[config.mk]
export PLATFORM = sky130hd
export DESIGN_NAME = delta_block_packed_decoder_flat
export DESIGN_NICKNAME = d
export VERILOG_FILES = /design/src/dbpd_pkg.sv /design/src/dbpd_if.sv /design/src/delta_block_packed_decoder.sv /design/src/dbpd_front.sv /design/src/dbpd_fifo.sv /design/src/dbpd_back.sv /design/src/flat_wrapper.sv
export SDC_FILE = /design/constraint.sdc
export NUM_CORES = 1
export LEC_CHECK = 0
export BUFFER_PORTS_ARGS = -buffer_cell sky130_fd_sc_hd__buf_2
export CORE_MARGIN = 10
export CORE_UTILIZATION = 50
export CTS_CLUSTER_DIAMETER = 60
export DETAILED_ROUTE_END_ITERATION = 10
export PLACE_DENSITY = 0.76
export SYNTH_ARGS = -nofsm -noshare
export SYNTH_HDL_FRONTEND = slang
export SYNTH_HIERARCHICAL = 1
export SYNTH_SLANG_ARGS = --single-unit
[constraint.sdc]
create_clock -name clk -period 6.9 [get_ports clk]
set_clock_uncertainty 0.15 [all_clocks]
set_input_delay 0.69 -clock clk [delete_from_list [all_inputs] [get_ports clk]]
set_output_delay 0.69 -clock clk [all_outputs]
set_load 0.005 [all_outputs]
[src/dbpd_pkg.sv]
// ----------------------------------------------------------------------------
// dbpd_pkg
// Shared types and constants of the delta block packed decoder.
// ----------------------------------------------------------------------------
package dbpd_pkg;

	localparam int unsigned MINI_SIZE_DEF = 32;
	localparam int unsigned BLOCK_LEN_DEF = 128;
	localparam int unsigned QUEUE_DEPTH   = 4;
	localparam int unsigned VALUE_W       = 32;

	typedef enum logic [1:0] {
		E_SET,
		E_ADD,
		E_ERR
	} entry_kind_t;

	typedef struct packed {
		entry_kind_t          kind;
		logic [VALUE_W-1:0]   data;
		logic                 run_last;
	} entry_t;

endpackage

[src/dbpd_if.sv]
// ----------------------------------------------------------------------------
// dbpd_if
// Byte and result channels of the delta block packed decoder.
// ----------------------------------------------------------------------------
interface dbpd_byte_if;
	logic       valid;
	logic       ready;
	logic [7:0] data_byte;
	logic       last_byte;

	modport source (output valid, output data_byte, output last_byte, input ready);
	modport sink (input valid, input data_byte, input last_byte, output ready);
endinterface

interface dbpd_result_if;
	logic                                valid;
	logic                                ready;
	logic signed [dbpd_pkg::VALUE_W-1:0] value;
	logic                                run_last;
	logic                                error;

	modport source (output valid, output value, output run_last, output error, input ready);
	modport sink (input valid, input value, input run_last, input error, output ready);
endinterface

[src/delta_block_packed_decoder.sv]
// The first result of a byte passes the parser state, the word queue and the output register.
// Throughput: one result per cycle, set by the parser's one-word-per-cycle push, while the queue has room;
// a byte holds the parser until its results are pushed (MINI_SIZE of them for width zero).
// Bytes that yield no result are taken every cycle while the parser is idle.
// Reset: arst_n clears all control state at once; no clearing pass.
// ----------------------------------------------------------------------------
// delta_block_packed_decoder
// Top level: parser, word queue and value builder.
// ----------------------------------------------------------------------------
module delta_block_packed_decoder #(
	parameter int unsigned MINI_SIZE = dbpd_pkg::MINI_SIZE_DEF,
	parameter int unsigned BLOCK_LEN = dbpd_pkg::BLOCK_LEN_DEF
) (
	input  logic          clk,
	input  logic          arst_n,
	dbpd_byte_if.sink     byte_ch,
	dbpd_result_if.source result_ch
);

	logic             push, full, pop, empty;
	dbpd_pkg::entry_t push_entry, head;

	dbpd_front #(
		.MINI_SIZE(MINI_SIZE),
		.BLOCK_LEN(BLOCK_LEN)
	) u_front (
		.clk(clk),
		.arst_n(arst_n),
		.byte_ch(byte_ch),
		.push(push),
		.push_entry(push_entry),
		.full(full)
	);

	dbpd_fifo #(
		.DEPTH(dbpd_pkg::QUEUE_DEPTH)
	) u_fifo (
		.clk(clk),
		.arst_n(arst_n),
		.push(push),
		.push_entry(push_entry),
		.full(full),
		.pop(pop),
		.head(head),
		.empty(empty)
	);

	dbpd_back u_back (
		.clk(clk),
		.arst_n(arst_n),
		.head(head),
		.empty(empty),
		.pop(pop),
		.result_ch(result_ch)
	);

endmodule

[src/dbpd_front.sv]
// ----------------------------------------------------------------------------
// dbpd_front
// Stream parser: varints, bit widths and packed deltas, queued as words
// that set, add to or flag the running value.
// ----------------------------------------------------------------------------
module dbpd_front #(
	parameter int unsigned MINI_SIZE = dbpd_pkg::MINI_SIZE_DEF,
	parameter int unsigned BLOCK_LEN = dbpd_pkg::BLOCK_LEN_DEF
) (
	input  logic                clk,
	input  logic                arst_n,
	dbpd_byte_if.sink           byte_ch,
	output logic                push,
	output dbpd_pkg::entry_t    push_entry,
	input  logic                full
);

	localparam int unsigned VW = $clog2(MINI_SIZE + 1);
	localparam int unsigned MB = ((BLOCK_LEN / MINI_SIZE) == 0) ? 1 : (BLOCK_LEN / MINI_SIZE);
	localparam int unsigned MW = $clog2(MB + 1);

	typedef enum logic {ST_IDLE, ST_RUN} state_t;
	typedef enum logic [1:0] {J_SET, J_ZERO, J_ERR, J_PACK} job_t;
	typedef enum logic [1:0] {P_FIRST, P_MIN, P_WIDTH, P_PACK} phase_t;

	state_t      state_q, n_state;
	job_t        job_q, n_job;
	phase_t      phase_q, n_phase;
	logic [31:0] vacc_q, n_vacc;
	logic [5:0]  vshift_q, n_vshift;
	logic [31:0] minb_q, n_minb;
	logic [5:0]  width_q, n_width;
	logic [39:0] buf_q, n_buf;
	logic [5:0]  fill_q, n_fill;
	logic [VW-1:0] vleft_q, n_vleft;
	logic [MW-1:0] mleft_q, n_mleft;
	logic        disc_q, n_disc;
	logic [31:0] data_q, n_data;
	logic [VW-1:0] cnt_q, n_cnt;
	logic        endclr_q, n_endclr;
	logic        clear;

	logic [7:0]  b;
	logic        lst;
	logic [39:0] vshifted;
	logic [31:0] acc_n;
	logic [5:0]  shift_n;
	logic [31:0] zz;
	logic [MW-1:0] mdec;
	logic [39:0] nbuf;
	logic [5:0]  nfill;
	logic [VW+5:0] need;
	logic        allfit;
	logic        fits_any;
	logic [39:0] mask;
	logic [5:0]  fill_rem;
	logic        stop;

	assign byte_ch.ready = (state_q == ST_IDLE);
	assign b   = byte_ch.data_byte;
	assign lst = byte_ch.last_byte;

	always_comb begin
		vshifted = {33'd0, b[6:0]} << vshift_q;
		acc_n    = vacc_q | ((vshift_q < 6'd32) ? vshifted[31:0] : 32'd0);
		shift_n  = (vshift_q > 6'd28) ? 6'd35 : (vshift_q + 6'd7);
		zz       = {1'b0, acc_n[31:1]} ^ {32{acc_n[0]}};
		mdec     = mleft_q - MW'(mleft_q != '0);
		nbuf     = buf_q | ({32'd0, b} << fill_q);
		nfill    = fill_q + 6'd8;
		need     = (VW + 6)'(vleft_q) * (VW + 6)'(width_q);
		allfit   = need <= (VW + 6)'(nfill);
		fits_any = nfill >= width_q;
		mask     = (40'd1 << width_q) - 40'd1;
		fill_rem = fill_q - width_q;
		stop     = (vleft_q == VW'(1)) || (fill_rem < width_q);
	end

	always_comb begin
		n_state  = state_q;
		n_job    = job_q;
		n_phase  = phase_q;
		n_vacc   = vacc_q;
		n_vshift = vshift_q;
		n_minb   = minb_q;
		n_width  = width_q;
		n_buf    = buf_q;
		n_fill   = fill_q;
		n_vleft  = vleft_q;
		n_mleft  = mleft_q;
		n_disc   = disc_q;
		n_data   = data_q;
		n_cnt    = cnt_q;
		n_endclr = endclr_q;
		clear    = 1'b0;
		push     = 1'b0;
		push_entry.kind     = dbpd_pkg::E_ADD;
		push_entry.data     = data_q;
		push_entry.run_last = 1'b1;

		case (state_q)
			ST_IDLE: begin
				if (byte_ch.valid) begin
					if (disc_q) begin
						clear = lst;
					end else begin
						case (phase_q)
							P_FIRST, P_MIN: begin
								if (b[7]) begin
									n_vacc   = acc_n;
									n_vshift = shift_n;
								end else begin
									n_vacc   = '0;
									n_vshift = '0;
									if (phase_q == P_FIRST) begin
										n_data  = zz;
										n_job   = J_SET;
										n_state = ST_RUN;
										n_phase = P_MIN;
									end else begin
										n_minb  = zz;
										n_mleft = MW'(MB);
										n_phase = P_WIDTH;
									end
								end
								if (lst) begin
									clear = 1'b1;
									if (b[7] || phase_q == P_MIN) begin
										n_job   = J_ERR;
										n_state = ST_RUN;
									end
								end
							end
							P_WIDTH: begin
								n_state = ST_RUN;
								if (b > 8'd32) begin
									n_job  = J_ERR;
									n_disc = !lst;
									clear  = lst;
								end else if (b == 8'd0) begin
									n_job   = J_ZERO;
									n_data  = minb_q;
									n_cnt   = VW'(MINI_SIZE);
									n_mleft = mdec;
									n_phase = (mdec != '0) ? P_WIDTH : P_MIN;
									if (lst) begin
										clear = 1'b1;
										if (mdec != '0) begin
											n_job = J_ERR;
										end
									end
								end else begin
									n_state = ST_IDLE;
									n_width = b[5:0];
									n_vleft = VW'(MINI_SIZE);
									n_buf   = '0;
									n_fill  = '0;
									n_phase = P_PACK;
									if (lst) begin
										n_job   = J_ERR;
										n_state = ST_RUN;
										clear   = 1'b1;
									end
								end
							end
							default: begin
								n_buf    = nbuf;
								n_fill   = nfill;
								n_job    = J_PACK;
								n_endclr = lst;
								if (lst) begin
									n_state = ST_RUN;
									if (!(allfit && mdec == '0)) begin
										n_job = J_ERR;
										clear = 1'b1;
									end
								end else if (fits_any) begin
									n_state = ST_RUN;
								end
							end
						endcase
					end
				end
			end
			default: begin
				if (!full) begin
					push = 1'b1;
					case (job_q)
						J_SET: begin
							push_entry.kind = dbpd_pkg::E_SET;
							n_state = ST_IDLE;
						end
						J_ERR: begin
							push_entry.kind = dbpd_pkg::E_ERR;
							n_state = ST_IDLE;
						end
						J_ZERO: begin
							push_entry.run_last = (cnt_q == VW'(1));
							n_cnt = cnt_q - VW'(1);
							if (cnt_q == VW'(1)) begin
								n_state = ST_IDLE;
							end
						end
						default: begin
							push_entry.data     = minb_q + (buf_q[31:0] & mask[31:0]);
							push_entry.run_last = stop;
							n_buf   = buf_q >> width_q;
							n_fill  = fill_rem;
							n_vleft = vleft_q - VW'(1);
							if (stop) begin
								n_state = ST_IDLE;
								if (vleft_q == VW'(1)) begin
									n_buf   = '0;
									n_fill  = '0;
									n_mleft = mdec;
									n_phase = (mdec != '0) ? P_WIDTH : P_MIN;
								end
								clear = endclr_q;
							end
						end
					endcase
				end
			end
		endcase

		if (clear) begin
			n_phase  = P_FIRST;
			n_vacc   = '0;
			n_vshift = '0;
			n_minb   = '0;
			n_width  = '0;
			n_buf    = '0;
			n_fill   = '0;
			n_vleft  = '0;
			n_mleft  = '0;
			n_disc   = 1'b0;
		end
	end

	always_ff @(posedge clk or negedge arst_n) begin
		if (!arst_n) begin
			state_q  <= ST_IDLE;
			job_q    <= J_SET;
			phase_q  <= P_FIRST;
			vacc_q   <= '0;
			vshift_q <= '0;
			minb_q   <= '0;
			width_q  <= '0;
			buf_q    <= '0;
			fill_q   <= '0;
			vleft_q  <= '0;
			mleft_q  <= '0;
			disc_q   <= 1'b0;
			cnt_q    <= '0;
			endclr_q <= 1'b0;
		end else begin
			state_q  <= n_state;
			job_q    <= n_job;
			phase_q  <= n_phase;
			vacc_q   <= n_vacc;
			vshift_q <= n_vshift;
			minb_q   <= n_minb;
			width_q  <= n_width;
			buf_q    <= n_buf;
			fill_q   <= n_fill;
			vleft_q  <= n_vleft;
			mleft_q  <= n_mleft;
			disc_q   <= n_disc;
			cnt_q    <= n_cnt;
			endclr_q <= n_endclr;
		end
	end

	always_ff @(posedge clk) begin
		data_q <= n_data;
	end

endmodule

[src/dbpd_fifo.sv]
// ----------------------------------------------------------------------------
// dbpd_fifo
// Short word queue between parser and value builder.
// ----------------------------------------------------------------------------
module dbpd_fifo #(
	parameter int unsigned DEPTH = dbpd_pkg::QUEUE_DEPTH
) (
	input  logic             clk,
	input  logic             arst_n,
	input  logic             push,
	input  dbpd_pkg::entry_t push_entry,
	output logic             full,
	input  logic             pop,
	output dbpd_pkg::entry_t head,
	output logic             empty
);

	localparam int unsigned PW = (DEPTH > 1) ? $clog2(DEPTH) : 1;
	localparam int unsigned CW = $clog2(DEPTH + 1);

	dbpd_pkg::entry_t mem_q [DEPTH];
	logic [PW-1:0]    wr_q, rd_q;
	logic [CW-1:0]    cnt_q;
	logic             do_push, do_pop;

	assign full    = (cnt_q == CW'(DEPTH));
	assign empty   = (cnt_q == '0);
	assign do_push = push && !full;
	assign do_pop  = pop && !empty;
	assign head    = mem_q[rd_q];

	always_ff @(posedge clk) begin
		if (do_push) begin
			mem_q[wr_q] <= push_entry;
		end
	end

	always_ff @(posedge clk or negedge arst_n) begin
		if (!arst_n) begin
			wr_q  <= '0;
			rd_q  <= '0;
			cnt_q <= '0;
		end else begin
			if (do_push) begin
				wr_q <= (wr_q == PW'(DEPTH - 1)) ? '0 : wr_q + PW'(1);
			end
			if (do_pop) begin
				rd_q <= (rd_q == PW'(DEPTH - 1)) ? '0 : rd_q + PW'(1);
			end
			cnt_q <= cnt_q + CW'(do_push) - CW'(do_pop);
		end
	end

endmodule

[src/dbpd_back.sv]
// ----------------------------------------------------------------------------
// dbpd_back
// Value builder: runs the accumulated value and drives the result register.
// ----------------------------------------------------------------------------
module dbpd_back (
	input  logic             clk,
	input  logic             arst_n,
	input  dbpd_pkg::entry_t head,
	input  logic             empty,
	output logic             pop,
	dbpd_result_if.source    result_ch
);

	logic                         valid_q;
	logic [dbpd_pkg::VALUE_W-1:0] value_q;
	logic [dbpd_pkg::VALUE_W-1:0] prev_q;
	logic                         rl_q;
	logic                         err_q;
	logic [dbpd_pkg::VALUE_W-1:0] sum;

	assign pop                = !empty && (!valid_q || result_ch.ready);
	assign sum                = prev_q + head.data;
	assign result_ch.valid    = valid_q;
	assign result_ch.value    = value_q;
	assign result_ch.run_last = rl_q;
	assign result_ch.error    = err_q;

	always_ff @(posedge clk or negedge arst_n) begin
		if (!arst_n) begin
			valid_q <= 1'b0;
		end else if (pop) begin
			valid_q <= 1'b1;
		end else if (result_ch.ready) begin
			valid_q <= 1'b0;
		end
	end

	always_ff @(posedge clk) begin
		if (pop) begin
			rl_q <= head.run_last;
			case (head.kind)
				dbpd_pkg::E_SET: begin
					value_q <= head.data;
					prev_q  <= head.data;
					err_q   <= 1'b0;
				end
				dbpd_pkg::E_ADD: begin
					value_q <= sum;
					prev_q  <= sum;
					err_q   <= 1'b0;
				end
				default: begin
					value_q <= '0;
					err_q   <= 1'b1;
				end
			endcase
		end
	end

endmodule

[src/flat_wrapper.sv]
// flat-port wrapper written by rule: the top's interface ports become plain ports
module delta_block_packed_decoder_flat 
#(
	parameter int unsigned MINI_SIZE = dbpd_pkg::MINI_SIZE_DEF,
	parameter int unsigned BLOCK_LEN = dbpd_pkg::BLOCK_LEN_DEF
)
  (clk, arst_n, byte_ch_valid, byte_ch_data_byte, byte_ch_last_byte, byte_ch_ready, result_ch_valid, result_ch_value, result_ch_run_last, result_ch_error, result_ch_ready);
  dbpd_byte_if byte_ch_i ();
  dbpd_result_if result_ch_i ();
  input  logic clk;
  input  logic arst_n;
  input wire logic [$bits(byte_ch_i.valid)-1:0] byte_ch_valid;
  input wire logic [$bits(byte_ch_i.data_byte)-1:0] byte_ch_data_byte;
  input wire logic [$bits(byte_ch_i.last_byte)-1:0] byte_ch_last_byte;
  output wire logic [$bits(byte_ch_i.ready)-1:0] byte_ch_ready;
  output wire logic [$bits(result_ch_i.valid)-1:0] result_ch_valid;
  output wire logic [$bits(result_ch_i.value)-1:0] result_ch_value;
  output wire logic [$bits(result_ch_i.run_last)-1:0] result_ch_run_last;
  output wire logic [$bits(result_ch_i.error)-1:0] result_ch_error;
  input wire logic [$bits(result_ch_i.ready)-1:0] result_ch_ready;
  assign byte_ch_i.valid = byte_ch_valid;
  assign byte_ch_i.data_byte = byte_ch_data_byte;
  assign byte_ch_i.last_byte = byte_ch_last_byte;
  assign byte_ch_ready = byte_ch_i.ready;
  assign result_ch_valid = result_ch_i.valid;
  assign result_ch_value = result_ch_i.value;
  assign result_ch_run_last = result_ch_i.run_last;
  assign result_ch_error = result_ch_i.error;
  assign result_ch_i.ready = result_ch_ready;
  delta_block_packed_decoder #(.MINI_SIZE(MINI_SIZE), .BLOCK_LEN(BLOCK_LEN)) u_core (.clk(clk), .arst_n(arst_n), .byte_ch(byte_ch_i), .result_ch(result_ch_i));
endmodule
* Yosys cells after proc, flatten, opt, wreduce, memory -nomap -nowiden
Memories as Yosys holds them, arrays and structs flattened.
Cells that the tools add are included.
** Storage, ports and cells
- Flip-flop bits (word level) :: 250
- Bits in writable memories :: 140
- Input bits :: 13
- Output and inout bits :: 36
- Word-level logic and storage cells :: 301
- Memories :: 1
** Operators by class
- Add/sub/neg operators :: 13
- Multipliers :: 1
- $lt $le $gt $ge :: 6
- Equality and inequality tests :: 38
- Shift-type cells :: 4
- Mux-type cells :: 159
- Bitwise gates (word level) :: 7
- Reductions and logical operators :: 49
** Memories
- u_core.u_fifo.mem_q :: words 4, bits a word 35, read ports 1, clocked after memory_dff 0, wr ports 1, RTL line dbpd_fifo.sv:21 : dbpd_pkg::entry_t mem_q [DEPTH];
** Operators by type and width (count)
- 32-bit two-way mux :: 19
- 40-bit two-way mux :: 10
- 6-bit two-way mux :: 41
- 32-bit case mux with 2 select lines :: 3
- 40-bit case mux with 2 select lines :: 1
- 35-bit two-way mux :: 2
- 32-bit adder :: 2
- 2-bit two-way mux :: 23
- 40-bit OR :: 1
- 8-bit by 6-bit << shifter with 40-bit output :: 1
- 40-bit by 6-bit right shift with 40-bit output :: 1
- 1-bit two-way mux :: 39
- 3-bit two-way mux :: 12
- 32-bit AND :: 1
- 32-bit OR :: 1
- 1-bit by 6-bit << shifter with 32-bit output (first input constant) :: 1
- 7-bit by 6-bit << shifter with 32-bit output :: 1
- 32-bit by 1-bit subtractor with 32-bit output (second input constant) :: 1
- 31-bit by 32-bit bitwise XOR with 32-bit output :: 1
- 4-bit inequality test (second input constant) :: 6
- 7-bit AND reduction :: 3
- 2-bit inequality test (second input constant) :: 10
- 2-bit nonzero test :: 9
- 6-bit by 1-bit equality test with 1-bit output (second input constant) :: 2
- other kinds (42) :: 86

* Longest topological paths before layout
- Depth after elaboration :: 12
- Depth in mapped cells :: 23

* Cells and area by module
The synthesis kept the hierarchy.
** Modules (own cells, without submodules)
- dbpd_front :: times used 1, cells an instance 1954, area each 16059.2 um^2, seq. area each 4564.4 um^2
- dbpd_fifo :: times used 1, cells an instance 222, area each 5549.1 um^2, seq. area each 4379.2 um^2
- dbpd_back :: times used 1, cells an instance 527, area each 4943.5 um^2, seq. area each 2006.9 um^2

* Least setup slack after synthesis
OpenSTA, ideal clock, no wires.
- Kind :: register to register
- Start :: register u_core.u_front.width_q[1]
- End :: register u_core.u_front.vacc_q[4]
- Data arrival time :: 6.325 ns
- Required time :: 6.683 ns
- Path slack :: 0.358 ns
- Stages on the path, launching flop included :: 22
- Path buffers :: 6
- Period minus slack after synthesis :: 6.542 ns
- Cells stage by stage :: dfrtp_1 > buf_1 > clkbuf_1 > clkbuf_1 > clkbuf_1 > and2_1 > fa_1 > inv_1 > fa_1 > fa_1 > inv_1 > ha_1 > or2_1 > a21o_1 > a2111oi_2 > or4b_1 > or4b_4 > a21o_1 > buf_6 > a21oi_4 > buf_6 > a22o_1
** Between the ends
- Cells in the longest elaborated chain, start to end :: 11
- Elaborated cells between the ends (all ways) :: 21
- Those cells by class :: add/sub (1); mul (1); order compare (2); eq/ne (2); mux (10); reduce/logical (5)
** RTL lines
- start, declared :: RTL line dbpd_front.sv:32 : logic [5:0] width_q, n_width;
- start signal, assigned :: RTL line dbpd_front.sv:263 : width_q <= n_width;
- 6-bit by 6-bit multiplier with 12-bit output :: RTL line dbpd_front.sv:71 : need = (VW + 6)'(vleft_q) * (VW + 6)'(width_q);
- 12-bit by 6-bit less-or-equal comparator with 1-bit output :: RTL line dbpd_front.sv:72 : allfit = need <= (VW + 6)'(nfill);
- 1-bit logical AND :: RTL line dbpd_front.sv:173 : if (!(allfit && mdec == '0)) begin
- 1-bit two-way mux :: RTL line dbpd_front.sv:173
- 1-bit two-way mux :: RTL line dbpd_front.sv:171 : if (lst) begin
- 1-bit case mux with 2 select lines :: RTL line dbpd_front.sv:107 : case (phase_q)
- 1-bit two-way mux :: RTL line dbpd_front.sv:104 : if (disc_q) begin
- 1-bit two-way mux :: RTL line dbpd_front.sv:103 : if (byte_ch.valid) begin
- 1-bit two-way mux (*) :: RTL line dbpd_front.sv:101 : case (state_q)
- 2-bit by 1-bit inequality test with 1-bit output (no line) / 2-bit nonzero test (equally long branches)
- 4-bit AND reduction (no line)
- end signal, assigned :: RTL line dbpd_front.sv:260 : vacc_q <= n_vacc;
- end, declared :: RTL line dbpd_front.sv:29 : logic [31:0] vacc_q, n_vacc;
Mark *: on every way between the ends. The rest lies on a longest branch, timed or not.
A chain may end at the register's enable or synchronous reset.

* Worst setup path after layout
- Start :: register u_core.u_front.width_q[4]
- End :: register u_core.u_front.buf_q[15]
** Between the ends
- Cells in the longest elaborated chain, start to end :: 11
- Elaborated cells between the ends (all ways) :: 30
- Those cells by class :: add/sub (1); mul (1); order compare (2); eq/ne (6); shift (1); mux (15); reduce/logical (4)
** RTL lines
- 6-bit by 6-bit multiplier with 12-bit output :: RTL line dbpd_front.sv:71
- 12-bit by 6-bit less-or-equal comparator with 1-bit output :: RTL line dbpd_front.sv:72
- 1-bit logical AND :: RTL line dbpd_front.sv:173
- 1-bit two-way mux :: RTL line dbpd_front.sv:173
- 1-bit two-way mux :: RTL line dbpd_front.sv:171
- 1-bit case mux with 2 select lines :: RTL line dbpd_front.sv:107
- 1-bit two-way mux :: RTL line dbpd_front.sv:104
- 1-bit two-way mux :: RTL line dbpd_front.sv:103
- 1-bit two-way mux :: RTL line dbpd_front.sv:101
- 4-bit inequality test (no line) (tied with other cells)
- 7-bit AND reduction (no line)
- end signal, assigned :: RTL line dbpd_front.sv:264 : buf_q <= n_buf;
- end, declared :: RTL line dbpd_front.sv:33 : logic [39:0] buf_q, n_buf;
Several ways; a longest one is shown, not always the timed one. The select of a mux whose other input is x is not followed.

==> flow_summary.toml <==
[detailed_routing]
ratio_of_routed_vias_to_standard_cells = 6.50
detailroute.via_count = 22000
detail-route-antenna-nets = 0
detailed_route_drc_error_count = 0
drt-total-wl_um = 76500
drt_pre_antenna_iters = 6
detail_route.iter0.violations = 2619
detail_route.wl_per_cell_um = 22.5

[critical_path]
rrSetupSlack_ns = 0.71
worst_path_cell_chain = "nand2_1 -> fa_1 -> fa_1 -> fa_1 -> inv_1 -> ha_1 -> xor2_1 -> ha_1 -> nand3_1 -> o22ai_1 -> a21oi_1 -> or4b_1 -> or4b_4 -> a211o_1 -> a21oi_1 -> a21oi_1"
regToRegEndpoint = "u_core/u_front/buf_q[15]"
ws_path_type = "flop to flop"
critPathCaptureType = "flop"
critical_path.max_fanout = 30
worst_setup_path_startpoint = "u_core/u_front/width_q[4]"
critical_path.max_stage_delay_ns = 0.77
worst-endpoint-arrival_ns = 6.43
critical_path.reg2reg.startpoint = "u_core/u_front/width_q[4]"
worst_ep_required_time_ns = 7.14
worst_r2r_path_cells = 16
cpMaxStageDelayCell = "sky130_fd_sc_hd__a211o_1"
setup.worst_path.start_class = "flop"

[place]
routability_cong = 0.986
post-place-cells = 3309
place.port_buffers = 48
hpwl_reported_at_the_end_of_detailed_placement_um = 53800

[floorplan]
die_w_um = 250
initial_utilization = 0.505
placementRows = 84
core_area_um2 = 52600
io_pins = 49
die_height_um = 250
die_area_um2 = 62700

[synth]
synth-async-reset-ratio = 0.390
post_synth.cell_area_avg_um2 = 9.82
synthFlopType = "sky130_fd_sc_hd__edfxtp_1"
synth.top_cells.by_area = "sky130_fd_sc_hd__edfxtp_1 27%, sky130_fd_sc_hd__dfrtp_1 14%, sky130_fd_sc_hd__mux4_2 5.8%"
synth_top_area_frac = 0.269
yosysWarnings = 6
syn_nets = 2855
number_of_synthesized_flops_with_an_enable_pin = 238
synth_largest_area_cell = "sky130_fd_sc_hd__edfxtp_1"
post_synth_num_cell_types = 102
postSynthRegisterBits = 390
synth.yosys.seq_area_share = 0.412
synth_cells = 2703
synth.cell_area_um2 = 26600

[global_routing]
grt_antenna_before_repair = 1
grtUsageTotal = 0.236
grt_pass1_wl_um = 120000
gr-total-overflow = 0
grt_pass1_vias = 21300
grt_max_degree = 83

[cts]
clk_pin_slew_ns = 0.07
cts_setup_buffers = 0
clock_tree_from_tritoncts = "yes"
cts_repair_resize_count = 0
cts-root-buf = "sky130_fd_sc_hd__clkbuf_16"
clk_latency_ns = 0.61
cts_buffer_depth = 3
cts_sinks = 390
postCtsHoldBufs = 1
cts_buffers = 44
cts_htree_levels = 2

[hold_path]
worst_hold_path.endpoint = "u_core/u_front/state_q"
type_of_the_most_critical_hold_path = "input pin to flop"
holdCritStartpoint = "byte_ch_last_byte"
hold_path_depth = 3

[power_and_ir_drop]
power_leakage_nw = 11.5
peakVddDrop_mv = 0.269
pwr_density_cell_nw_per_um2 = 494

[sta]
final-setup-viol-count = 0
min_period_ns = 6.19
report.final.hold_viol_count = 0
max_slew.worst_pin.slew_ns = 1.19
setup_tns_ns = 0
max_freq_ghz = 0.162
final-max-slew-violation-count = 0
period_share = 0.897
max-slew-margin-rel = 0.206
grt_setup_unrepaired = "false"

[finish]
fin_cells = 3393
filler_cell_count = 4471
final_layout_size_suffix_gt1_frac = 0.116
area_of_the_multi_input_gates_um2 = 14600
fin_nets = 2820
area_delta_synth_final_pct = 8.36
regArea_um2 = 11000

[flow_run]
max_cap_viol_count = 0

[status]
status = "finished, final reports clean"
-- sequential cells by signal (all words and copies together), names as in the netlist, 3 cells and up --
name and cells:
u_core/u_back/prev_q 32, u_core/u_back/result_ch.value 32, u_core/u_fifo/cnt_q 3, u_core/u_fifo/mem_q 140
u_core/u_front/buf_q 40, u_core/u_front/cnt_q 6, u_core/u_front/data_q 32, u_core/u_front/fill_q 6
u_core/u_front/minb_q 32, u_core/u_front/mleft_q 3, u_core/u_front/vacc_q 32, u_core/u_front/vleft_q 6
u_core/u_front/vshift_q 6, u_core/u_front/width_q 6
-- cells in the final DEF, fill, tap and decap left out, types with 10 or more instances in the layout --
master,Yosys,final
sky130_fd_sc_hd__buf_4,4,43
sky130_fd_sc_hd__o21a_1,17,17
sky130_fd_sc_hd__o31ai_1,21,21
sky130_fd_sc_hd__and2_1,47,47
sky130_fd_sc_hd__nor2_1,269,268
sky130_fd_sc_hd__a31oi_1,13,12
sky130_fd_sc_hd__nand3_1,54,53
sky130_fd_sc_hd__ha_1,118,118
sky130_fd_sc_hd__clkbuf_16,0,44
sky130_fd_sc_hd__nor2b_1,30,30
sky130_fd_sc_hd__xor2_1,27,27
sky130_fd_sc_hd__nor3_1,41,38
sky130_fd_sc_hd__dfrtp_1,152,148
sky130_fd_sc_hd__a21boi_0,12,12
sky130_fd_sc_hd__nand2_1,338,337
sky130_fd_sc_hd__a21o_1,43,42
sky130_fd_sc_hd__nor3b_1,10,10
sky130_fd_sc_hd__nand2b_1,26,25
sky130_fd_sc_hd__a21oi_1,205,204
sky130_fd_sc_hd__edfxtp_1,238,238
sky130_fd_sc_hd__and3_1,16,16
sky130_fd_sc_hd__o21bai_1,15,15
sky130_fd_sc_hd__inv_1,80,80
sky130_fd_sc_hd__a22o_1,30,30
sky130_fd_sc_hd__mux4_2,68,68
sky130_fd_sc_hd__xnor2_1,61,61
sky130_fd_sc_hd__nand4_1,14,14
sky130_fd_sc_hd__a22oi_1,11,11
sky130_fd_sc_hd__buf_2,21,47
sky130_fd_sc_hd__o21ai_0,160,160
sky130_fd_sc_hd__mux2i_1,70,70
sky130_fd_sc_hd__o211ai_1,23,23
sky130_fd_sc_hd__mux2_2,28,28
sky130_fd_sc_hd__fa_1,21,21
sky130_fd_sc_hd__o22ai_1,34,34
sky130_fd_sc_hd__a211oi_1,53,53
-- logic make-up (layout without fill, tap and decap cells) --
kind of cell	count (synthesis)	after routing	synth area share
AND/OR/NAND/NOR	904	904	0.157
AO/OA/AOI/OAI	750	750	0.186
flip-flops	390	390	0.412
buffers and inverters	258	258	0.0410
multiplexers	173	173	0.103
adder cells (fa/ha/maj)	139	139	0.0714
XOR/XNOR	89	89	0.0296
other	0	2	0
-- Yosys cell counts (all sizes together) (50+ instances only) --
cell	instances
a21oi	209
nor2	269
mux4	75
clkbuf	123
xnor2	62
edfxtp	238
mux2i	70
dfrtp	152
buf	50
nand3	55
o21ai	167
a211oi	56
ha	118
inv	82
nand2	339
-- worst max-delay path, delay by kind of cell, from the launching register on --
kind            cells  cell delay (ns)
fa+ha+maj           5             2.15
simple gates        4             1.39
compound gates      5             1.33
flops               1             0.71
xor+xnor            1             0.17
buf+inv             1             0.05
-- per-layer routing --
layer / track usage / share of wire / routed length, um / up-vias
met2: 0.369 / 0.45 / 34600 / 1162
met4: 0.107 / 0.044 / 3390 / 2
met3: 0.0432 / 0.091 / 6930 / 211
li1: - / - / - / 9921
met5: 0 / 0.000092 / 7 / -
met1: 0.316 / 0.41 / 31500 / 10700
-- metrics by stage --
step                cell area, um^2  worst slack (ns)  hold WS, ns  power [mW]  utilization
finish                        28800             0.710        0.330        14.2        0.548
global route                  28800             0.377        0.334        15.1        0.547
CTS                           28800             0.792        0.309        14.1        0.547
detailed placement            27300             0.834        0.334        11.6        0.519
global placement              27300             0.887        0.316        11.4        0.519
floorplan                     26600             0.358        0.244        9.59            -
-- layout make-up --
| cell class | count | area share |
|---|---|---|
| Antenna cell | 2 | 0.000174 |
| Clock buffer | 54 | 0.0410 |
| Clock inverter | 27 | 0.0104 |
| Inverter | 85 | 0.0111 |
| Multi-Input combinational cell | 2055 | 0.507 |
| Sequential cell | 390 | 0.381 |
| Tap cell | 688 | 0.0299 |
| Timing Repair Buffer | 92 | 0.0201 |
-- power breakdown --
group,internal [mW],switching [mW],leakage (nW),total (mW)
Combinational,2.95,4.82,6.61,7.77
Sequential,3.40,0.660,4.21,4.06
Clock,1.35,1.02,0.693,2.37
Total,7.70,6.50,11.5,14.2
-- how the worst max path moves through the flow --
stage	to	slack (ns)	cells past startpoint
3_3_place_gp	u_core/u_front/vacc_q[4]	0.89	16
3_5_place_dp	u_core/u_front/vacc_q[6]	0.83	16
2_1_floorplan	u_core/u_front/vacc_q[4]	0.36	21
6_report	u_core/u_front/buf_q[15]	0.71	16
5_1_grt	u_core/u_front/buf_q[16]	0.38	16
4_1_cts	u_core/u_front/buf_q[16]	0.79	16
(Power assumes the default switching activity.)
